File: src/rtl/smpq_pkg.sv
// ----------------------------------------------------------------------------
// smpq_pkg: shared definitions for the sorted max-priority queue
// Sizes, status codes and the structs that pass between the cell chain and
// the top level.
// ----------------------------------------------------------------------------
package smpq_pkg;

  localparam int DEPTH       = 16;
  localparam int VALUE_WIDTH = 32;
  localparam int COUNT_W     = $clog2(DEPTH + 1);
  localparam int STATUS_W    = 2;

  // Result payload: popped, head, count, status, padded to whole bytes.
  localparam int OUT_FIELDS_W = 2 * VALUE_WIDTH + COUNT_W + STATUS_W;
  localparam int OUT_DATA_W   = ((OUT_FIELDS_W + 7) / 8) * 8;
  localparam int IN_DATA_W    = ((VALUE_WIDTH + 7) / 8) * 8;

  localparam logic [STATUS_W-1:0] ST_OK    = 2'd0;
  localparam logic [STATUS_W-1:0] ST_EMPTY = 2'd1;
  localparam logic [STATUS_W-1:0] ST_FULL  = 2'd2;

  localparam logic OP_PUSH = 1'b0;
  localparam logic OP_POP  = 1'b1;

  typedef logic signed [VALUE_WIDTH-1:0] value_t;

  // Operation broadcast to every cell in the chain.
  typedef struct packed {
    logic   push_en;
    logic   pop_en;
    value_t new_value;
  } cell_ctrl_t;

  // Link from a cell to the cell behind it (higher index).
  typedef struct packed {
    logic   greater;  // the new value belongs at or before this cell
    value_t value;    // the value currently held by this cell
  } cell_link_t;

endpackage

File: src/rtl/smpq_cell.sv
// ----------------------------------------------------------------------------
// smpq_cell: one storage cell of the sorted chain
// Holds one value. On a push it keeps, takes the new value or takes its
// front neighbor's value; on a pop it takes its back neighbor's value.
// ----------------------------------------------------------------------------
module smpq_cell (
  input  logic                clk,
  input  smpq_pkg::cell_ctrl_t ctrl,
  input  logic                occupied,
  input  smpq_pkg::cell_link_t front_link,
  input  smpq_pkg::value_t    back_value,
  output smpq_pkg::cell_link_t link,
  output smpq_pkg::value_t    value_nxt
);

  smpq_pkg::value_t value_r;
  logic             greater;

  // An empty cell always accepts the new value or a shifted one.
  assign greater = !occupied || (ctrl.new_value > value_r);

  always_comb begin
    value_nxt = value_r;
    if (ctrl.push_en && greater) begin
      value_nxt = front_link.greater ? front_link.value : ctrl.new_value;
    end else if (ctrl.pop_en) begin
      value_nxt = back_value;
    end
  end

  always_ff @(posedge clk) begin
    value_r <= value_nxt;
  end

  assign link.greater = greater;
  assign link.value   = value_r;

endmodule

File: src/rtl/smpq_chain.sv
// ----------------------------------------------------------------------------
// smpq_chain: row of cells holding the queue in descending order
// Wires each cell to its neighbors and derives occupancy per cell.
// ----------------------------------------------------------------------------
module smpq_chain (
  input  logic                          clk,
  input  smpq_pkg::cell_ctrl_t          ctrl,
  input  logic [smpq_pkg::COUNT_W-1:0]  count,
  output smpq_pkg::value_t              head_value,
  output smpq_pkg::value_t              second_value,
  output smpq_pkg::value_t              head_nxt
);

  smpq_pkg::cell_link_t links     [smpq_pkg::DEPTH];
  smpq_pkg::value_t     nxt_values[smpq_pkg::DEPTH];

  for (genvar i = 0; i < smpq_pkg::DEPTH; i++) begin : g_cell
    smpq_pkg::cell_link_t front;
    smpq_pkg::value_t     back;
    logic                 occupied;

    assign occupied = smpq_pkg::COUNT_W'(i) < count;

    if (i == 0) begin : g_first
      assign front.greater = 1'b0;
      assign front.value   = '0;
    end else begin : g_rest
      assign front = links[i-1];
    end

    if (i == smpq_pkg::DEPTH - 1) begin : g_last
      assign back = links[i].value;
    end else begin : g_inner
      assign back = links[i+1].value;
    end

    smpq_cell u_cell (
      .clk        (clk),
      .ctrl       (ctrl),
      .occupied   (occupied),
      .front_link (front),
      .back_value (back),
      .link       (links[i]),
      .value_nxt  (nxt_values[i])
    );
  end

  assign head_value   = links[0].value;
  assign second_value = links[1].value;
  assign head_nxt     = nxt_values[0];

endmodule

File: src/rtl/sorted_max_priority_queue_top.sv
// Timing: each result is registered and presented in the cycle after its
// input transfer. Throughput: one operation per cycle while the result
// channel is not stalled; every cell compares and shifts in the same cycle.
// Reset: synchronous active-low rst_n empties the queue and clears the
// output valid; stored values are not cleared and are never read unwritten.
// ----------------------------------------------------------------------------
// sorted_max_priority_queue_top: max-priority queue on a sorted cell chain
// Each input transfer is a push of a signed value or a pop of the largest
// value. Every transfer yields one result with the popped value, the new
// head, the entry count and a status code.
// ----------------------------------------------------------------------------
module sorted_max_priority_queue_top (
  input  logic                            clk,
  input  logic                            rst_n,
  // Input channel.
  input  logic                            in_tvalid,
  output logic                            in_tready,
  input  logic [smpq_pkg::IN_DATA_W-1:0]  in_tdata,   // [VALUE_WIDTH-1:0] value
  input  logic                            in_tuser,   // [0] opcode: 0 push, 1 pop
  // Result channel.
  output logic                            out_tvalid,
  input  logic                            out_tready,
  // Fields from bit 0 up: popped_value, head_value, entry_count, status,
  // then zero padding to a whole byte.
  output logic [smpq_pkg::OUT_DATA_W-1:0] out_tdata
);

  localparam int VW = smpq_pkg::VALUE_WIDTH;
  localparam int CW = smpq_pkg::COUNT_W;

  logic                 accept;
  logic                 is_pop;
  logic                 is_full;
  logic                 is_empty;
  smpq_pkg::cell_ctrl_t ctrl;
  smpq_pkg::value_t     head_value;
  smpq_pkg::value_t     second_value;
  smpq_pkg::value_t     head_nxt;

  logic [CW-1:0]                 count_r, count_nxt;
  logic                          out_valid_r, out_valid_nxt;
  smpq_pkg::value_t              popped_r, popped_nxt;
  smpq_pkg::value_t              head_r, head_out_nxt;
  logic [CW-1:0]                 out_count_r;
  logic [smpq_pkg::STATUS_W-1:0] status_r, status_nxt;

  // The output register parts the two sides: a new transfer is taken
  // whenever the held result leaves in the same cycle or none is held.
  assign in_tready = !out_valid_r || out_tready;
  assign accept    = in_tvalid && in_tready;

  assign is_pop   = (in_tuser == smpq_pkg::OP_POP);
  assign is_full  = (count_r == CW'(smpq_pkg::DEPTH));
  assign is_empty = (count_r == '0);

  // A push to a full queue and a pop of an empty one leave the cells alone.
  assign ctrl.push_en   = accept && !is_pop && !is_full;
  assign ctrl.pop_en    = accept && is_pop && !is_empty;
  assign ctrl.new_value = in_tdata[VW-1:0];

  smpq_chain u_chain (
    .clk          (clk),
    .ctrl         (ctrl),
    .count        (count_r),
    .head_value   (head_value),
    .second_value (second_value),
    .head_nxt     (head_nxt)
  );

  always_comb begin
    count_nxt = count_r;
    if (ctrl.push_en) begin
      count_nxt = count_r + CW'(1);
    end else if (ctrl.pop_en) begin
      count_nxt = count_r - CW'(1);
    end
  end

  // Result fields, formed at the input transfer; head from the chain's next state.
  always_comb begin
    popped_nxt   = '0;
    status_nxt   = smpq_pkg::ST_OK;
    head_out_nxt = (count_nxt == '0) ? '0 : head_nxt;
    if (is_pop) begin
      if (is_empty) begin
        status_nxt = smpq_pkg::ST_EMPTY;
      end else begin
        popped_nxt = head_value;
      end
    end else if (is_full) begin
      status_nxt = smpq_pkg::ST_FULL;
    end
  end

  always_comb begin
    out_valid_nxt = out_valid_r;
    if (accept) begin
      out_valid_nxt = 1'b1;
    end else if (out_tready) begin
      out_valid_nxt = 1'b0;
    end
  end

  always_ff @(posedge clk) begin
    if (!rst_n) begin
      count_r     <= '0;
      out_valid_r <= 1'b0;
    end else begin
      count_r     <= count_nxt;
      out_valid_r <= out_valid_nxt;
    end
  end

  always_ff @(posedge clk) begin
    if (accept) begin
      popped_r    <= popped_nxt;
      head_r      <= head_out_nxt;
      out_count_r <= count_nxt;
      status_r    <= status_nxt;
    end
  end

  assign out_tvalid = out_valid_r;
  assign out_tdata  = smpq_pkg::OUT_DATA_W'({status_r, out_count_r, head_r, popped_r});

`ifndef SYNTHESIS
  // The stored count never goes past the capacity.
  assert property (@(posedge clk) disable iff (!rst_n)
    count_r <= CW'(smpq_pkg::DEPTH))
    else $error("entry count exceeds capacity");

  // A pop of a non-empty queue removes exactly one entry.
  assert property (@(posedge clk) disable iff (!rst_n)
    accept && is_pop && !is_empty |=> count_r == $past(count_r) - CW'(1))
    else $error("pop did not remove one entry");

  // A full status is reported only with the queue at capacity.
  assert property (@(posedge clk) disable iff (!rst_n)
    out_valid_r && status_r == smpq_pkg::ST_FULL |-> out_count_r == CW'(smpq_pkg::DEPTH))
    else $error("full status without a full queue");

  // The two front cells stay in descending order.
  assert property (@(posedge clk) disable iff (!rst_n)
    count_r >= CW'(2) |-> head_value >= second_value)
    else $error("front cells out of order");
`endif

endmodule

File: config.mk
export PLATFORM = sky130hd
export DESIGN_NAME = sorted_max_priority_queue_top
export DESIGN_NICKNAME = d
export VERILOG_FILES = /design/src/rtl/smpq_pkg.sv /design/src/rtl/smpq_cell.sv /design/src/rtl/smpq_chain.sv /design/src/rtl/sorted_max_priority_queue_top.sv
export SDC_FILE = /design/constraint.sdc
export NUM_CORES = 2
export LEC_CHECK = 0
export BUFFER_PORTS_ARGS = -buffer_cell sky130_fd_sc_hd__buf_4
export CAP_MARGIN = 20
export CORE_ASPECT_RATIO = 1.2
export CORE_MARGIN = 5
export CORE_UTILIZATION = 45
export CTS_BUF_LIST = sky130_fd_sc_hd__clkbuf_16
export DETAILED_ROUTE_END_ITERATION = 12
export PLACE_DENSITY_LB_ADDON = 0.15
export SLEW_MARGIN = 25
export SYNTH_ARGS = -nofsm -noshare
export SYNTH_HDL_FRONTEND = slang
export SYNTH_SLANG_ARGS = --single-unit
File: constraint.sdc
create_clock -name clk -period 5.5 [get_ports clk]
set_input_delay 1.1 -clock clk [delete_from_list [all_inputs] [get_ports clk]]
set_output_delay 1.1 -clock clk [all_outputs]
set_load 0.05 [all_outputs]
; ---- After elaboration in Yosys (flattened, before gate mapping)
; Cells that the tools add are included.
[word_totals]
register_bits = 589
in_bits = 37
output_inout_bits = 74
elab_cells = 186
[classes]
n_addsub = 2
n_lt_le_gt_ge = 32
eq_ne = 1
mux = 52
bitwise = 1
reduce_logical = 76
[op_table]
columns = op, count
row1 = 32-bit 2-to-1 mux, 45
row2 = 32-bit greater-than comparator, 16
row3 = "4-bit by 5-bit less-than comparator with 1-bit output, first input constant", 8
row4 = 2-bit nonzero test, 15
row5 = 1-bit logical AND, 21
row6 = 1-bit zero test, 20
row7 = "3-bit by 5-bit less-than comparator with 1-bit output, first input constant", 4
row8 = 1-bit logical OR, 17
row9 = 5-bit zero test, 2
row10 = "1-bit by 5-bit less-than comparator with 1-bit output, first input constant", 2
row11 = "2-bit by 5-bit less-than comparator with 1-bit output, first input constant", 2
row12 = 5-bit 2-to-1 mux, 2
row13 = "5-bit by 1-bit adder with 5-bit output, second input constant", 1
row14 = "5-bit == test, second input constant", 1
row15 = "5-bit by 1-bit subtractor with 5-bit output, second input constant", 1
row16 = 2-bit 2-to-1 mux, 2
row17 = 1-bit 2-to-1 mux, 3
row18 = 2-bit OR reduction, 1
row19 = 1-bit NOT, 1

; ---- Depth between registers and ports, before layout
[logic_depth]
ltp_word = 8
mapped_depth = 14
mapped_depth_nobuf = 10

; ---- Cells and area by module
; A second synthesis with hierarchy kept.
[hier_totals]
hier_cells = 4459
hier_area_um2 = 44256.2
[modules_own_cells]
columns = module, n_inst, cells_per_inst, area_per_inst_um2, seq_area_each_um2
row1 = smpq_cell, 16, 263, 2553.7, 640.6
row2 = sorted_max_priority_queue_top, 1, 223, 3235.6, 2252.2
row3 = smpq_chain, 1, 28, 161.4, 0.0

; ---- Worst setup path after synthesis
; Ideal clock, no wire load.
[synth_timing]
kind = input-to-reg
from = input in_tdata[0] (netlist bit)
to = register u_chain.g_cell[13].u_cell.value_r[0], enable pin
setup_time_ns = 0.466
arrival_ns = 5.427
t_required_ns = 5.034
slack_ns = -0.393
cell_stages = 12
n_path_buf = 3
cell_sequence = clkbuf_1 inv_1 ha_1 nor2b_1 o211ai_1 a2111oi_0 or3_1 o21a_1 o211ai_1 clkbuf_1 buf_2 o21ai_0
[synth_via]
elab_chain_cells = 4
[synth_rtl]
columns = element, line_no
row1 = "start, declared", sorted_max_priority_queue_top.sv:18  ; input logic [smpq_pkg::IN_DATA_W-1:0] in_tdata,
row2 = 32-bit greater-than comparator, smpq_cell.sv:20  ; assign greater = !occupied || (ctrl.new_value > value_r);
row3 = 1-bit logical OR, smpq_cell.sv:20
row4 = 1-bit logical AND, smpq_cell.sv:24  ; if (ctrl.push_en && greater) begin
row5 = 2-bit nonzero test (no line), -
row6 = "end signal, assigned", smpq_cell.sv:32  ; value_r <= value_nxt;
row7 = "end, declared", smpq_cell.sv:16  ; smpq_pkg::value_t value_r;
; Every way passes these cells.
; A chain may end at the register's enable or synchronous reset.

; ---- Worst setup path after layout
[layout_timing]
from = input in_tdata[5] (netlist bit)
to = register u_chain.g_cell[1].u_cell.value_r[26] (data pin)
[layout_via]
elab_chain_cells = 4
word_cells_on_any_way = 7
cone_classes = order compare: 2 / mux: 2 / reduce/logical: 3
[layout_rtl]
columns = element, line_no
row1 = 32-bit greater-than comparator, smpq_cell.sv:20
row2 = 1-bit logical OR, smpq_cell.sv:20
row3 = 32-bit 2-to-1 mux or 1-bit logical AND (tied branches), "smpq_cell.sv:25, smpq_cell.sv:24"
row4 = 32-bit 2-to-1 mux *, smpq_cell.sv:24
row5 = named net u_chain.g_cell[1].u_cell.value_nxt[26], smpq_cell.sv:13  ; output smpq_pkg::value_t value_nxt
row6 = "end signal, assigned", smpq_cell.sv:32
row7 = "end, declared", smpq_cell.sv:16
; Mark *: on every way through the listed nets, which the timed path passes. The rest lies on a longest branch.

==> summary.txt <==
Clocking
  – Post-CTS setup buffers: 0
  – Clock Sinks: 589
  – CTS tree: yes
  – H-tree Lvls: 3
  – Worst skew pair latency: 630 ps
  – Clk buf depth: 3
  – Total CTS buffers: 69
  – Clk pin slew, worst setup/hold paths: 60 ps
  – Post-cts sizing count: 0
  – Post-CTS Hold Buffers: 0
  – Clock root cell: clkbuf_16

STA
  – Worst-Margin Slew: 987 ps
  – RSZ-0062 raised after global routing: no
  – Setup tns final: 0 ps
  – Final setup vio count: 0
  – Final Hold Viols: 0
  – Max Fclk: 243 MHz
  – Hold slack: 581 ps
  – Post-route minimum period: 4120 ps
  – Max Clock Skew: 25.1 ps
  – Max Slew Vio Count: 0
  – Final period utilization: 0.749
  – Max transition margin: 0.341

Power and ir drop
  – Design Power: 15.4 mW
  – Switching power: 5.37 mW
  – Leak: 21.6 nW
  – Combinational share of power: 0.307
  – Clock power share: 0.286
  – VDD IR-drop max: 0.173 mV
  – Net Sw Frac: 0.349
  – Register share of total power: 0.407
  – Internal power: 10.0 mW
  – Power per Cell Area: 321 nW/um^2

Synth
  – Count of cell types in the netlist: 73
  – Synthesized area: 43,600 sq um
  – Largest cells by area after synthesis: edfxtp_1 38%, ha_1 15%, mux2i_1 13%, a21oi_1 4.9%, inv_1 4.5%
  – Synth warnings: 0
  – Mapped Nets: 4,890
  – Post-synth EDFFs: 551
  – Sequential-to-total area share from yosys stat: 0.397
  – Syn_area_per_cell: 10.0 sq um
  – Area leader, netlist: edfxtp_1
  – Primary FF master, synth: edfxtp_1
  – Yosys top cell area share: 0.380
  – Gate Count Post-Synth: 4,338
  – FFs w/ async S/R, synth: 0
  – Yosys reg bits: 589

Worst setup path
  – Worst EP arrival: 4490 ps
  – Crit-path slowest cell: a221oi_1
  – Crit-path max cell delay: 620 ps
  – CP dominant cell by count: buf_4
  – CP cell instances: buf_4 > buf_4 > ha_1 > a21oi_1 > o21ai_0 > a221oi_1 > o31ai_2 > nor3_1 > o21a_2 > buf_4 > o22ai_1 > mux2_1
  – Startpoint Class: input port
  – CP Class: in -> reg
  – Critical Path End Type: flop
  – Cell family with most CP delay: compound AO/OA/AOI/OAI gates
  – Crit path max fanout: 29
  – CP bufs+invs: 3
  – WP data required: 5870 ps

Placed design
  – HPWL Detailed: 88,300 um
  – DP Area: 45,900 sq um
  – Gpl congestion: 0.841
  – Port-buffer cells: 109

GRT
  – GRT overflow: 0
  – Initial antenna violation count: 1
  – First-pass GRT wire length: 186,000 um
  – Largest net degree at the start of global routing: 97
  – Global-route usage over all layers: 0.221
  – Vias in the first global route: 33,300

Floorplan
  – Num rows: 125
  – Horiz. Die Dim: 294 um
  – Total core area: 96,500 sq um
  – Ports: 111
  – Initial cell density of the core: 0.451
  – Die area: 103,000 sq um
  – Die Y: 351 um

Cells and area
  – P&R area growth vs syn: 10.2%
  – Antenna diode count: 0
  – Core Util, Final: 0.497
  – Layout cell share with drive strength beyond 1: 0.105
  – Final instance area: 48,000 sq um
  – Net count reported at finish: 4,903

Route
  – 1st-pass router iterations: 5
  – Wire per inst: 20.7 um
  – Post-DRT Antenna Nets: 0
  – Drc violations: 0
  – WL final: 117,000 um
  – Routed vias: 32,800
  – Vias per cell: 5.78
  – Initial DRC count: 2,228

Job
  – Maxcap violations: 0

Min path
  – HP Class: reg -> reg

Outcome
  – Status: complete, no violations
## flip-flops by register name, indices dropped and copies added (netlist names)
signal and cells:
out_tvalid 1, popped_r 32, out_count_r 5, u_chain.g_cell.u_cell.value_r 512
head_r 32, status_r 2, count_r 5
## worst reg2reg max path, cell delays in order (launching register included)
cell      delay [ps]
dfxtp_1          570
inv_1            240
ha_1             310
nand2b_1         110
o31a_1           560
nand2_2          470
o21ai_0          300
a221oi_1         160
or4_1            560
nor2_2            90
buf_4            360
a211oi_1          90
## power groups by stage
stage	Combinational (mW)	Clock [mW]	Sequential [mW]
after floorplan	3.10	0	6.52
after global placement	4.59	0	6.38
after detailed placement	4.72	0	6.37
after CTS	4.73	4.52	6.29
after global routing	5.29	4.70	6.35
final	4.73	4.41	6.28
## metrics by stage
step	std cells	setup slack [ps]
detailed placement	5550	784
floorplan	4338	210
finish	5671	1380
global placement	5550	882
global route	5671	1010
CTS	5671	1380
## cell families (layout without fill, tap and decap cells)
group,after synthesis,count (layout),synth area share
AO/OA/AOI/OAI,967,967,0.132
XOR/XNOR,3,3,0.000603
adder cells (fa/ha/maj),515,515,0.148
buffers and inverters,801,864,0.0732
flip-flops,589,589,0.397
multiplexers,685,685,0.161
other,1,1,0.0000861
AND/OR/NAND/NOR,777,777,0.0881
## metal layers
metal  vias up  routed length (um)  global-route usage
li1      16000                   -                   -
met1     16100               54200               0.306
met2       579               56400               0.376
met3       151                4490              0.0244
met4         0                2210              0.0513
met5         -                   0                   0
## Yosys cell counts (all sizes together), types with 5 or more instances
library cell and n:
o21a 18, mux2 107, and2 46, edfxtp 551, ha 515, nor2 114, o31ai 9, or2 14
a21oi 429, nand2b 8, a211oi 51, o21ai 155, or4 6, o22ai 67, and3 5, a21o 66
nor4 13, nor2b 30, and4 11, a211o 38, a31oi 76, dfxtp 38, nand2 277, mux2i 578
clkbuf 171, nand3 45, buf 107, o211ai 15, nand4 137, inv 523, a221oi 6, nor3 57
## placed cells by master (no fill, tap or decap), types with 14 or more instances in the layout
cell type / count
a21oi_1: 428
inv_1: 543
nand4_1: 137
ha_1: 515
nor3_1: 55
clkinv_1: 15
dfxtp_1: 38
a21o_1: 66
edfxtp_1: 551
nor2_1: 107
nand3_1: 45
clkbuf_16: 71
a31oi_1: 72
a211oi_1: 50
and2_1: 44
nor2b_1: 30
a211o_1: 38
o21a_1: 14
o21ai_0: 146
mux2_2: 101
nand2_1: 273
buf_4: 211
o22ai_1: 67
o211ai_1: 15
mux2i_1: 578
## final cells by class
cell class | instances | area, sq um
clock inverter | 50 | 297
inverter | 523 | 1960
fill | 8937 | 48500
multi-input combinational | 2948 | 23300
timing repair buffer | 220 | 1760
sequential | 589 | 17300
clock buffer | 71 | 1780
tap | 1270 | 1590
## path summary, 6_finish.rpt
kind | slack (ps) | start | endpoint | cells after the start
max | 1380 | in_tdata[5] | u_chain.g_cell[1].u_cell.value_r[26]$_DFFE_PP_ | 12
min | 580 | u_chain.g_cell[14].u_cell.value_r[20]$_DFFE_PP_ | u_chain.g_cell[15].u_cell.value_r[20]$_DFFE_PP_ | 1
max reg2reg | 1420 | count_r[0]$_SDFF_PN0_ | head_r[26]$_SDFFCE_PN0P_ | 11
min reg2reg | 580 | u_chain.g_cell[14].u_cell.value_r[20]$_DFFE_PP_ | u_chain.g_cell[15].u_cell.value_r[20]$_DFFE_PP_ | 1
(Power assumes the default switching activity.)
